===== config.mk =====
export PLATFORM = sky130hd
export DESIGN_NAME = wbe_ctrl
export DESIGN_NICKNAME = d
export VERILOG_FILES = /design/src/sv/wbe_pkg.sv /design/src/sv/wbe_ctrl.sv
export SDC_FILE = /design/constraint.sdc
export NUM_CORES = 1
export LEC_CHECK = 0
export CAP_MARGIN = 10
export CORE_AREA = 2 2 39 41
export DETAILED_ROUTE_END_ITERATION = 8
export DIE_AREA = 0 0 41 43
export DONT_BUFFER_PORTS = 1
export SYNTH_ARGS = -nofsm -noshare
export SYNTH_HDL_FRONTEND = slang
export SYNTH_SLANG_ARGS = --single-unit

===== constraint.sdc =====
create_clock -name clock -period 1.5 [get_ports clock]
set_input_delay 0.225 -clock clock [delete_from_list [all_inputs] [get_ports clock]]
set_output_delay 0.225 -clock clock [all_outputs]
set_load 0.03 [all_outputs]

===== src/sv/wbe_pkg.sv =====
// Shared types and constants of the windowed bias estimator.
package wbe_pkg;

   localparam int IN_SAMPLE_W  = 16;
   localparam int BIAS_W       = 24;
   localparam int FILL_W       = 9;
   localparam int REQ_DATA_W   = 3 * IN_SAMPLE_W;
   localparam int RSP_FIELDS_W = 3 * BIAS_W + FILL_W;
   localparam int RSP_DATA_W   = ((RSP_FIELDS_W + 7) / 8) * 8;
   localparam int RSP_PAD_W    = RSP_DATA_W - RSP_FIELDS_W;
   localparam int FRAC_W       = 8;

   localparam logic ACT_PUSH  = 1'b0;
   localparam logic ACT_CLEAR = 1'b1;

   typedef struct packed {
      logic fetch;     // latch sample, read slot at write pointer
      logic clear;     // empty the window
      logic update;    // evict, add, write slot, advance pointer
      logic div_load;  // load divider lanes from the sums
      logic div_step;  // one quotient bit on every lane
      logic emit;      // move quotients into the result register
   } wbe_cmd_type;

   typedef struct packed {
      logic div_last;  // current step is the final one
      logic out_free;  // result register can take a new item
   } wbe_status_type;

endpackage


===== src/sv/wbe_ctrl.sv =====
// Controller: sequences sample update, division and result hand-off.
module wbe_ctrl
   import wbe_pkg::*;
(
   input  logic           clock,
   input  logic           reset,
   input  logic           req_tvalid,
   output logic           req_tready,
   input  logic           req_tuser,
   input  logic           req_tlast,
   input  wbe_status_type status,
   output wbe_cmd_type    cmd
);

   localparam logic [2:0] ST_IDLE   = 3'd0;
   localparam logic [2:0] ST_UPDATE = 3'd1;
   localparam logic [2:0] ST_LOAD   = 3'd2;
   localparam logic [2:0] ST_DIV    = 3'd3;
   localparam logic [2:0] ST_EMIT   = 3'd4;

   logic [2:0] state_ff, state_in;
   logic       last_ff, last_in;
   logic       accept;

   assign req_tready = (state_ff == ST_IDLE);
   assign accept     = req_tvalid && req_tready;

   always_comb begin
      state_in = state_ff;
      last_in  = last_ff;
      cmd      = '0;
      unique case (state_ff)
         ST_IDLE: begin
            if (accept) begin
               if (req_tuser == ACT_CLEAR) begin
                  cmd.clear = 1'b1;
               end else begin
                  cmd.fetch = 1'b1;
                  last_in   = req_tlast;
                  state_in  = ST_UPDATE;
               end
            end
         end
         ST_UPDATE: begin
            cmd.update = 1'b1;
            state_in   = last_ff ? ST_LOAD : ST_IDLE;
         end
         ST_LOAD: begin
            cmd.div_load = 1'b1;
            state_in     = ST_DIV;
         end
         ST_DIV: begin
            cmd.div_step = 1'b1;
            if (status.div_last) begin
               state_in = ST_EMIT;
            end
         end
         ST_EMIT: begin
            // hold until the result register frees up
            if (status.out_free) begin
               cmd.emit = 1'b1;
               state_in = ST_IDLE;
            end
         end
         default: begin
            state_in = ST_IDLE;
         end
      endcase
   end

   always_ff @(posedge clock) begin
      if (reset) begin
         state_ff <= ST_IDLE;
         last_ff  <= 1'b0;
      end else begin
         state_ff <= state_in;
         last_ff  <= last_in;
      end
   end

   a_update_follows: assert property (@(posedge clock) disable iff (reset)
      cmd.fetch |=> cmd.update)
      else $error("sample read not followed by update");

   a_div_after_batch: assert property (@(posedge clock) disable iff (reset)
      (cmd.update && last_ff) |=> cmd.div_load)
      else $error("batch end did not start division");

   a_emit_free: assert property (@(posedge clock) disable iff (reset)
      cmd.emit |-> status.out_free)
      else $error("result overwritten while waiting");

endmodule


# Word-level counts from Yosys, hierarchy flattened

Cells that the tools add are included.
W data, S select, Z words.

Equality and inequality tests: 8
Mux-type cells: 15
Bitwise logic cells: 1
Reductions and logical operators: 4

Operators by type and width:

| operator             | number |
|---|---|
| $pmux W3 S5          | 1 |
| $mux W3              | 4 |
| $mux W1              | 7 |
| $eq A3 B2 Y1 const B | 2 |
| $mux W2              | 3 |
| $ne A2 B2 Y1 const B | 3 |
| $reduce_and A4 Y1    | 1 |
| $eq A3 B1 Y1 const B | 1 |
| $eq A3 B3 Y1 const B | 1 |
| $logic_not A3 Y1     | 1 |
| $reduce_and A3 Y1    | 1 |
| $ne A2 B1 Y1 const B | 1 |
| $logic_and A1 B1 Y1  | 1 |
| $not A1 Y1           | 1 |

Bits in registers: 4
Output and inout bits: 7
Logic and storage cells: 30

# Depth between registers and ports, before layout

Gate-level depths: netlist of run 1.

Depth after elaboration: 4
Depth in mapped cells: 4
Gate-level depth less buffers: 3

# Least setup slack after synthesis of run 1

OpenSTA, ideal clock, no wires.

Kind: register to output
From: register state_ff[0]
To: output port cmd[4] (netlist name)
Arrival time: 1.623 ns
Data required time: 1.275 ns
Slack: -0.348 ns
Stages on the path, launching flop included: 4
Buffers on the path: 1
Cells stage by stage: dfxtp_1 -> buf_6 -> nand2b_4 -> nor4b_1

RTL lines:

| what                   | RTL line       | text |
|---|---|---|
| from (decl)            | wbe_ctrl.sv:21 | `logic [2:0] state_ff, state_in;` |
| from (signal assigned) | wbe_ctrl.sv:76 | `state_ff <= state_in;` |
| to (decl)              | wbe_ctrl.sv:12 | `output wbe_cmd_type cmd` |

==> results of run 1 <==
==> stage by stage <==
| stage | setup slack [ps] | instances | cell area, um^2 | hold slack [ps] |
|---|---|---|---|---|
| floorplan | 28.9 | 28 | 287 | 294 |
| global placement | 268 | 45 | 313 | 296 |
| detailed placement | 277 | 45 | 313 | 297 |
| CTS | 9.47 | 48 | 335 | 39.8 |
| global route | 7.99 | 48 | 339 | 36.9 |
| finish | 85.6 | 48 | 339 | 42.6 |
==> Yosys cell counts <==
cell type	count	area [um^2]
sky130_fd_sc_hd__nand2b_4	1	13.8
sky130_fd_sc_hd__and4bb_2	1	12.5
sky130_fd_sc_hd__nor4_4	1	21.3
sky130_fd_sc_hd__nand2_1	2	7.51
sky130_fd_sc_hd__buf_6	1	11.3
sky130_fd_sc_hd__nor4b_1	1	8.76
sky130_fd_sc_hd__a21oi_1	1	5.00
sky130_fd_sc_hd__and3b_2	1	10.0
sky130_fd_sc_hd__nor3b_1	2	15.0
sky130_fd_sc_hd__dfxtp_1	4	80.1
sky130_fd_sc_hd__or4b_1	1	10.0
sky130_fd_sc_hd__buf_4	2	15.0
sky130_fd_sc_hd__mux2i_1	1	10.0
sky130_fd_sc_hd__nand2b_1	2	12.5
sky130_fd_sc_hd__nand4b_1	1	8.76
sky130_fd_sc_hd__or2_1	1	6.26
sky130_fd_sc_hd__nor3_1	1	5.00
sky130_fd_sc_hd__buf_2	1	5.00
sky130_fd_sc_hd__nand3b_1	1	7.51
sky130_fd_sc_hd__a211oi_1	2	15.0
==> power groups by stage <==
stage	Clock (uW)	Sequential, uW	Combinational, uW
after floorplan	0	113	36.3
after detailed placement	0	116	41.6
after CTS	145	115	41.7
after global placement	0	116	41.5
after global routing	156	116	43.7
final	137	115	41.3
==> per-layer routing <==
layer	vias to the layer above	global-route usage (%)	routed length [um]
met5	-	0	0
met4	0	2.00	0
met3	0	7.85	85
met2	14	9.38	217
met1	92	10.4	264
li1	111	-	-
==> logic make-up after synthesis <==
logic type      after synthesis  share of synthesized area (%)
buf+inv                       4                           11.2
compound gates                3                           7.14
mux                           1                           3.57
simple gates                 16                           49.6
flops                         4                           28.6
==> state kept, by name, indices dropped and copies added, names as in the netlist <==
register / count
state_ff: 3
last_ff: 1
==> layout make-up <==
class	instances	area, um^2	share of cell area [%]
clock buffers	3	22.5	6.64
well taps	16	20.0	5.90
repair buffers	5	37.5	11.1
multi-input cells	20	175	51.7
flip-flops and latches	4	83.8	24.7
==> what timing repair did <==
item,in CTS,in global routing
hold endpoints to repair,0,0
endpoints found under the setup margin,0,4
resized for setup,0,3
==> worst max-delay path: stages, from the launching register on <==
cell and delay [ps]:
sky130_fd_sc_hd__dfxtp_2 350, sky130_fd_sc_hd__nand2b_4 170, sky130_fd_sc_hd__nor4b_2 240, sky130_fd_sc_hd__buf_4 190
==> final timing paths <==
kind,end,slack (ps),depth (start not counted)
setup reg to reg,state_ff[2],400,2
hold reg to reg,last_ff,470,2
hold / removal,state_ff[2],40,1
setup / recovery,cmd[4],90,3
==> run metrics, run 1 <==
crit path launch state_ff[0]; area of the die 1760 um^2; number of buffers created by CTS 3; final setup skew 7.90 ps; outcome complete, no violations; beginning of the worst register-to-register path state_ff[1]; via count 217; initial antenna violation count 0; kind of end point of the critical path output port; standard cell core area 1380 um^2; total global-route track usage 8.05%; layout cell share with drive strength beyond 1 50.0%; Layout Area Growth over Synthesis 21.0%; DIE HEIGHT about 43 um; origin of the worst min-delay path reset; most common cell after layout, fill and taps aside sky130_fd_sc_hd__buf_4; setup tns final 0 ps; net switching fraction of the power about a quarter; class of the tightest hold or removal check primary input to register; post-layout min period 1410 ps; share of total power in the clock network 46.6%; highest fanout seen on the critical path 10; Yosys Warn Count 0; Final GP Congestion 0.646; clock tree from TritonCTS yes; Relative slew margins between 80% and 90%; part of the total power dissipated in sequential elements 39.3%; total of fill cells in the finished design 153; vias in the first global route 209; count of final max-slew check failures 0; crit path DAT 1190 ps; Gate Count Post-Synth 28; required time of the critical path 1270 ps; Die Span X 41 um; maximum number of pins on one net before global-route repair 12; Antenna Violating Nets Remaining 0; cell-internal power between 200 and 250 uW; number of synthesized register bits 4; setup repair after global routing missed its margin false; kind of critical path register to output port; Max Cap Violations 0; total power consumption of the routed design 293 uW; commonest cells after routing, fill and taps aside sky130_fd_sc_hd__buf_4 (5), sky130_fd_sc_hd__clkbuf_4 (3), sky130_fd_sc_hd__dfxtp_2 (3); count of final setup violators 0; Worst-Margin Slew 240 ps; number of distinct standard cells referenced by the synthesized netlist 20; routed length per placed instance 11.8 um; Sink Count 4; Max rail drop VDD 0.600 mV; quantity of hold-fixing buffers added after cts 0; syn_nets 35; Seq/Total Area, Yosys 28.6%; period utilisation layout 94.3%; final core area utilization 24.5%; clock root cell sky130_fd_sc_hd__clkbuf_4; post-layout net count just over 40; remaining routing DRC violations 0; deepest clock path buffer count 2; final hold violation count 0; mean post-synth cell area 10.0 um^2; leak pwr between 0.0001 and 0.00015 uW; H-tree depth 1; starting density of the core 20.3%; IO Port Bufs 0; clock input transition at the sequential cells of the worst setup and hold paths approximately 40 ps; TritonRoute pass-1 iters 2; Peak Freq 707 MHz; global-route wire length before repair 910 um; count of standard-cell rows 14; vias per cell 4.52; I/O pins 14; area of the mapped netlist 280 um^2; Setup Buffers After CTS 0; Comb pwr share 14.1%; insertion delay to the later sink of the worst-skew pair 240 ps; NetSw 73.5 uW; Iteration-0 DRC Markers 3; Power Dens Cells 864 nW/um^2; startpoint type of the worst setup path register; number of diodes 0; remaining global-route overflow 0; aggregate routed wire length 566 um
(Power assumes the default switching activity.)
==> run 2, diff against run 1 <==
==> constraint.sdc (replaced) <==
create_clock -name clock -period 1.5 [get_ports clock]
set_input_delay 0.075 -clock clock [delete_from_list [all_inputs] [get_ports clock]]
set_output_delay 0.075 -clock clock [all_outputs]
set_load 0.03 [all_outputs]
==> run 2 against run 1 <==
Against the previous run:
- clock power down 5%
- critical endpoint unchanged
- cell area up 4.8%
- worst hold slack got worse by 16 ps
- sequential power about the same
- combinational power grew 13%
- non-clock buffer count rose by 2
- routed wire length is 3.5% higher
- setup slack better by 80 ps
- cell count increased by 4.2%
- die area stayed put
- utilization rose by 1.2 points
- highest routed layer is now met4
==> run metrics, run 2 (synthesized netlist as in run 1, its figures left out) <==
outcome complete, no violations; Max Cap Violations 0 (unchanged); highest fanout seen on the critical path 10 (unchanged); kind of end point of the critical path output port; setup tns final 0 ps (unchanged); pre-CTS setup slack 288 ps (+11.0 ps); number of diodes 0 (unchanged); most common cell after layout, fill and taps aside sky130_fd_sc_hd__buf_4; deepest clock path buffer count 2 (unchanged); standard cell core area 1380 um^2 (unchanged); DIE HEIGHT 43 um (unchanged); cell-internal power 222 uW (+1.3%); final hold violation count 0 (unchanged); count of cells resized by post-cts repair 0 (unchanged); Max stage delay on crit path 380 ps (+30 ps); post-layout min period 1330 ps (-80.4 ps); required time of the critical path 1420 ps (+150 ps); count of standard-cell rows 14 (unchanged); number of buffers created by CTS 3 (unchanged); Layout Area Growth over Synthesis 26.8%; Power Dens Cells 820 nW/um^2 (-5.1%); clock root cell sky130_fd_sc_hd__clkbuf_4; Worst-Margin Slew 387 ps (+148 ps); share of total power in the clock network 44.6% (-2.0 points); HPWL reported at the end of detailed placement 438 um; routed length per placed instance 11.7 um (-0.61%); crit path DAT 1260 ps (+70 ps); commonest cells after routing, fill and taps aside sky130_fd_sc_hd__buf_4 (5), sky130_fd_sc_hd__dfxtp_1 (4), sky130_fd_sc_hd__clkbuf_4 (3); Comb pwr share 16.0% (+1.9 points); Multi-input gate area 175 um^2 (unchanged); Storage cell area 80.1 um^2 (-4.5%); Final GP Congestion 0.714 (+11%); Max rail drop VDD 0.420 mV (-30%); Relative slew margins 74.2% (-9.8 points); Layout Cell Area excl Fill 355 um^2 (+4.8%); count of final max-slew check failures 0 (unchanged); area of the die 1760 um^2 (unchanged); net switching fraction of the power 23.7% (-1.4 points); post-layout net count 43 (+4.9%); Iteration-0 DRC Markers 2 (-1); kind of critical path register to output port; maximum number of pins on one net before global-route repair 12 (unchanged); class of the tightest hold or removal check primary input to register; initial antenna violation count 0 (unchanged); via count 229 (+5.5%); aggregate routed wire length 586 um (+3.5%); H-tree depth 1 (unchanged); Die Span X 41 um (unchanged); global-route wire length before repair 966 um (+6.2%); clock input transition at the sequential cells of the worst setup and hold paths 40 ps (about the same); register bank with the most flops state_ff; clock tree from TritonCTS yes; Worst R2R Path Depth 2 (unchanged); cell with the biggest individual delay on the critical path sky130_fd_sc_hd__dfxtp_1; remaining global-route overflow 0 (unchanged); max reg flops 3 (unchanged); Antenna Violating Nets Remaining 0 (unchanged); I/O pins 14 (unchanged); Peak Freq 750 MHz (+6.0%); Cell Chain, Critical Path nand2b_4 > nor4b_2 > buf_4; total of fill cells in the finished design 151 (-1.3%); Top Registers state_ff: 3 flops, last_ff: 1 flops; PnR worst setup slack 166 ps (+80.4 ps); depth of the worst hold-timing path 2 (+1); final setup skew 0.139 ps (-7.76 ps); layout cell share with drive strength beyond 1 38.2% (-12 points); total global-route track usage 8.43% (+0.39 points); vias per cell 4.58 (+1.3%); count of final setup violators 0 (unchanged); remaining routing DRC violations 0 (unchanged); NetSw 69.0 uW (-6.2%); setup repair after global routing missed its margin false; TritonRoute pass-1 iters 2 (unchanged); IO Port Bufs 0 (unchanged); vias in the first global route 239 (+14%); Cell Area, Placed 313 um^2 (unchanged); starting density of the core 20.3% (unchanged); part of the total power dissipated in sequential elements 39.4% (about the same); insertion delay to the later sink of the worst-skew pair 230 ps (about the same); startpoint type of the worst setup path register; leak pwr 0.000124 uW (+5.9%); Sink Count 4 (unchanged); period utilisation layout 88.9% (-5.4 points)
## run 2: cell count changes in the layout (fill, tap and decap cells not counted), sizes merged
cell	change
dlygate4sd3	+2
## run 2: repair_timing
item / CTS / global route
hold buffers: 2 / 0
endpoints found under the hold margin: 4 / 0
setup buffers: 0 / 0
## run 2: routing by layer
layer	GRT usage (%)	wire length (um)	part of all wire [%]
met1	9.65	234	40
met2	10.3	269	46
met3	6.28	77	13
met4	6.00	5	0.85
met5	0	0	0
## run 2: final cells by class
type,count,area share (%)
repair buffers,7,16.2
flip-flops and latches,4,22.5
clock buffers,3,6.34
well taps,16,5.63
multi-input cells,20,49.3
## run 2: path summary, 6_finish.rpt
check	start	end	slack, ps
setup / recovery	state_ff[0]	cmd[4]	170
hold / removal	status[0]	state_ff[2]	30
hold reg to reg	last_ff	last_ff	480
setup reg to reg	state_ff[2]	state_ff[2]	290
## run 2: worst max-delay path, delay by kind of cell (launching register included)
family / cells / cell delay, ps
simple gates: 2 / 450
flops: 1 / 380
buf+inv: 1 / 200
## run 2: power groups by stage
stage	sequential [uW]	combinational (uW)	clock (uW)
floorplan	113	36.3	0
global placement	116	42.0	0
detailed placement	116	42.2	0
CTS	115	47.1	139
global route	115	49.1	145
finish	115	46.5	130
## run 2: metrics by stage
step / total power [uW] / hold slack, ps / util, % / instances
after floorplan: 149 / 144 / - / 28
after global placement: 158 / 145 / 22.6 / 45
after detailed placement: 159 / 151 / 22.6 / 45
after CTS: 301 / 17.8 / 25.7 / 50
after global routing: 310 / 17.5 / 25.7 / 50
final: 291 / 26.7 / 25.7 / 50
==> run 3, diff against run 2 <==
- ABC_AREA: not set -> 1
==> run 3 against run 2 <==
Against the previous run:
- the run now ends with hold timing left
- clock power up 9%
- non-clock buffer count grew 2
- setup slack improved by 55 ps
- combinational power grew to 2.7 times the previous value
- area after synthesis shrank 2.7%
- cell area is 7.0% higher
- clock-buffer cell count did not move
- worst hold slack worse by 27 ps
- power up 35%
- utilization is 1.8 points higher
- critical endpoint is now cmd[5]
- largest power group unchanged
==> run metrics, run 3 <==
outcome complete, but fails checks; violated checks hold timing; top cells by area, synth sky130_fd_sc_hd__dfxtp_1 (29%), sky130_fd_sc_hd__nor2_1 (11%), sky130_fd_sc_hd__inv_1 (9.6%); kind of critical path register to output port; mean post-synth cell area 6.20 um^2 (-38%); number of diodes 0 (unchanged); number of synthesized register bits 4 (unchanged); cell-internal power 251 uW (+13%); vias per cell 4.13 (-9.9%); Worst-Margin Slew 216 ps (-171 ps); via count 293 (+28%); initial antenna violation count 0 (unchanged); Yosys Warn Count 0 (unchanged); max reg flops 3 (unchanged); final hold violation count 1 (+1); worst hold slack -0.422 ps (-27.1 ps); Crit Reg-Reg Endpoint state_ff[0]; class of the tightest hold or removal check primary input to register; xor-xnor portion of the synthesized cell area 0% (unchanged); register-to-register setup slack 450 ps (+160 ps); layout cell share with drive strength beyond 1 34.5% (-3.7 points); number of distinct standard cells referenced by the synthesized netlist 16 (-20%); register bank with the most flops state_ff; Relative slew margins 85.5% (+11 points); global-route wire length before repair 800 um (-17%); insertion delay to the later sink of the worst-skew pair 250 ps (+20 ps); complex-gate fraction of the synthesized area 7.34% (+0.20 points); Layout Area Growth over Synthesis 39.4%; vias in the first global route 237 (-0.84%); DIE HEIGHT 43 um (unchanged); dominant synthesized flop cell sky130_fd_sc_hd__dfxtp_1; total global-route track usage 7.92% (-0.52 points); Critical path buffers and inverters 3 (+2); H-tree depth 1 (unchanged); number of enable-type register cells in the synthesized netlist 0 (unchanged); clock input transition at the sequential cells of the worst setup and hold paths 40 ps (about the same); area of the die 1760 um^2 (unchanged); origin of the worst min-delay path status[1]; period utilisation layout 85.3% (-3.6 points); starting density of the core 19.7% (-0.54 points); syn_nets 51 (+46%); share of total power in the clock network 36.3% (-8.3 points); standard cell core area 1380 um^2 (unchanged); number of standard cells in the layout, taps in and fillers out 71 (+42%); Power Dens Cells 1030 nW/um^2 (+26%); area share of fa/ha/maj cells after synthesis 0% (unchanged); final core area utilization 27.5% (+1.8 points); CP most frequent cell sky130_fd_sc_hd__inv_2; count of final max-slew check failures 0 (unchanged); I/O pins 14 (unchanged); beginning of the worst register-to-register path state_ff[0]; aggregate routed wire length 611 um (+4.3%); most instantiated library cell after synthesis sky130_fd_sc_hd__nor2_1; Seq/Total Area, Yosys 29.4% (+0.79 points); cell taking the most area after synthesis sky130_fd_sc_hd__dfxtp_1; post-layout min period 1280 ps (-54.6 ps); Worst Hold End state_ff[2]; synthesized-area fraction occupied by and/or/nand/nor cells 46.8% (-2.8 points); count of cells resized by post-cts repair 0 (unchanged); NetSw 141 uW (+100%); area of the mapped netlist 273 um^2 (-2.7%); deepest clock path buffer count 2 (unchanged); routed length per placed instance 8.61 um (-27%); most common cell after layout, fill and taps aside sky130_fd_sc_hd__nor2_1; Max stage delay on crit path 350 ps (-30 ps); total power consumption of the routed design 392 uW (+35%); Final GP Congestion 0.715 (+0.21%); startpoint type of the worst setup path register; cell with the biggest individual delay on the critical path sky130_fd_sc_hd__dfxtp_1; multiplexer fraction of the synthesized cell area 0% (-3.6 points); count of standard-cell rows 14 (unchanged); commonest cells after routing, fill and taps aside sky130_fd_sc_hd__nor2_1 (8), sky130_fd_sc_hd__inv_1 (7), sky130_fd_sc_hd__buf_4 (7), sky130_fd_sc_hd__nand2_1 (5), sky130_fd_sc_hd__dfxtp_1 (4); required time of the critical path 1420 ps (about the same); Cell Chain, Critical Path inv_2 > nand2_2 > nor2_2 > nand3_2 > inv_2 > buf_4; Die Span X 41 um (unchanged); Comb pwr share 31.6% (+16 points); remaining routing DRC violations 0 (unchanged); IO Port Bufs 0 (unchanged); Top Registers state_ff: 3 flops, last_ff: 1 flops; Max rail drop VDD 0.252 mV (-40%); proportion of register bits with asynchronous set or reset after synthesis 0% (unchanged); main combinational cell family by area after synthesis simple AND/OR/NAND/NOR gates; Synth top cells by count sky130_fd_sc_hd__nor2_1 (8), sky130_fd_sc_hd__inv_1 (7), sky130_fd_sc_hd__nand2_1 (5); Sink Count 4 (unchanged); final setup skew 3.35 ps (+3.21 ps); placed insts 66 (+47%); TritonRoute pass-1 iters 4 (+2); Iteration-0 DRC Markers 6 (+4); total of fill cells in the finished design 162 (+7.3%); maximum number of pins on one net before global-route repair 7 (-5); highest fanout seen on the critical path 6 (-4); net switching fraction of the power 36.1% (+12 points); part of the total power dissipated in sequential elements 32.1% (-7.3 points); leak pwr 0.000204 uW (+64%); depth of the worst hold-timing path 2 (unchanged); Peak Freq 782 MHz (+4.3%); cell family with most CP delay flip-flops; remaining global-route overflow 0 (unchanged); number of buffers created by CTS 3 (unchanged); Worst R2R Path Depth 7 (+5); setup tns final 0 ps (unchanged); number of logic stages on the critical path including buffering 6 (+3); Gate Count Post-Synth 44 (+57%); clock tree from TritonCTS yes; kind of end point of the critical path output port; setup repair after global routing missed its margin false; post-layout net count 64 (+49%); clock root cell sky130_fd_sc_hd__clkbuf_4; crit path DAT 1200 ps (-60 ps); fraction of post-synthesis cell area in the top cell type by area 29.4% (+0.79 points); Antenna Violating Nets Remaining 0 (unchanged); Max Cap Violations 0 (unchanged); count of final setup violators 0 (unchanged)
==> run 3: repair_timing <==
item / 4_1_cts / 5_1_grt
hold endpoints to repair: 2 / 0
buffers inserted: 0 / 0
hold buffers: 2 / 0
==> run 3: layer usage <==
metal	wire (um)	part of all wire, %	track usage (%)	vias up
li1	-	-	-	159
met1	210	34	4.47	123
met2	323	53	12.8	6
met3	38	6.2	3.14	5
met4	38	6.2	12.0	0
met5	0	0	0	-
==> run 3: worst max-delay path by stage <==
stage	from	to	slack, ps
after floorplan	state_ff[2]	cmd[0]	20
after global placement	state_ff[1]	state_ff[0]	470
after detailed placement	state_ff[1]	state_ff[0]	450
after CTS	state_ff[0]	cmd[5]	210
after global routing	state_ff[0]	cmd[4]	140
final	state_ff[0]	cmd[5]	220
==> run 3: cell families (layout without fill, tap and decap cells) <==
kind of cell | Yosys count | count (layout)
simple gates | 25 | 25
buf+inv | 11 | 22
compound gates | 4 | 4
flops | 4 | 4
==> run 3: power groups by stage <==
stage	clock network, uW	logic (uW)	registers (uW)
2_1_floorplan	0	89.0	125
3_3_place_gp	0	119	127
3_5_place_dp	0	121	128
4_1_cts	144	125	126
5_1_grt	145	133	127
6_report	142	124	126
==> run 3: cell type report <==
cell class / instances / area (um^2) / area share [%]
multi-input combinational: 29 / 148 / 38.8
inverter: 10 / 37.5 / 9.87
clock buffer: 3 / 22.5 / 5.92
sequential: 4 / 80.1 / 21.1
tap: 16 / 20.0 / 5.26
timing repair buffer: 9 / 72.6 / 19.1
==> run 3: metrics by stage <==
stage | instance area, um^2 | hold WS (ps) | setup WS (ps)
4_1_cts | 380 | 0.891 | 215
6_report | 380 | -0.422 | 221
3_3_place_gp | 338 | 145 | 471
3_5_place_dp | 338 | 149 | 448
2_1_floorplan | 273 | 144 | 20.3
5_1_grt | 380 | 11.1 | 143
==> run 3: worst reg2reg max path: stages, from the launching register on <==
cell                      delay (ps)
sky130_fd_sc_hd__dfxtp_1         420
sky130_fd_sc_hd__nand2_1          90
sky130_fd_sc_hd__nor2_2          150
sky130_fd_sc_hd__nand2_2          80
sky130_fd_sc_hd__nand3_2          80
sky130_fd_sc_hd__nand2_1          50
sky130_fd_sc_hd__nand2_1          50
sky130_fd_sc_hd__nor2_1           30
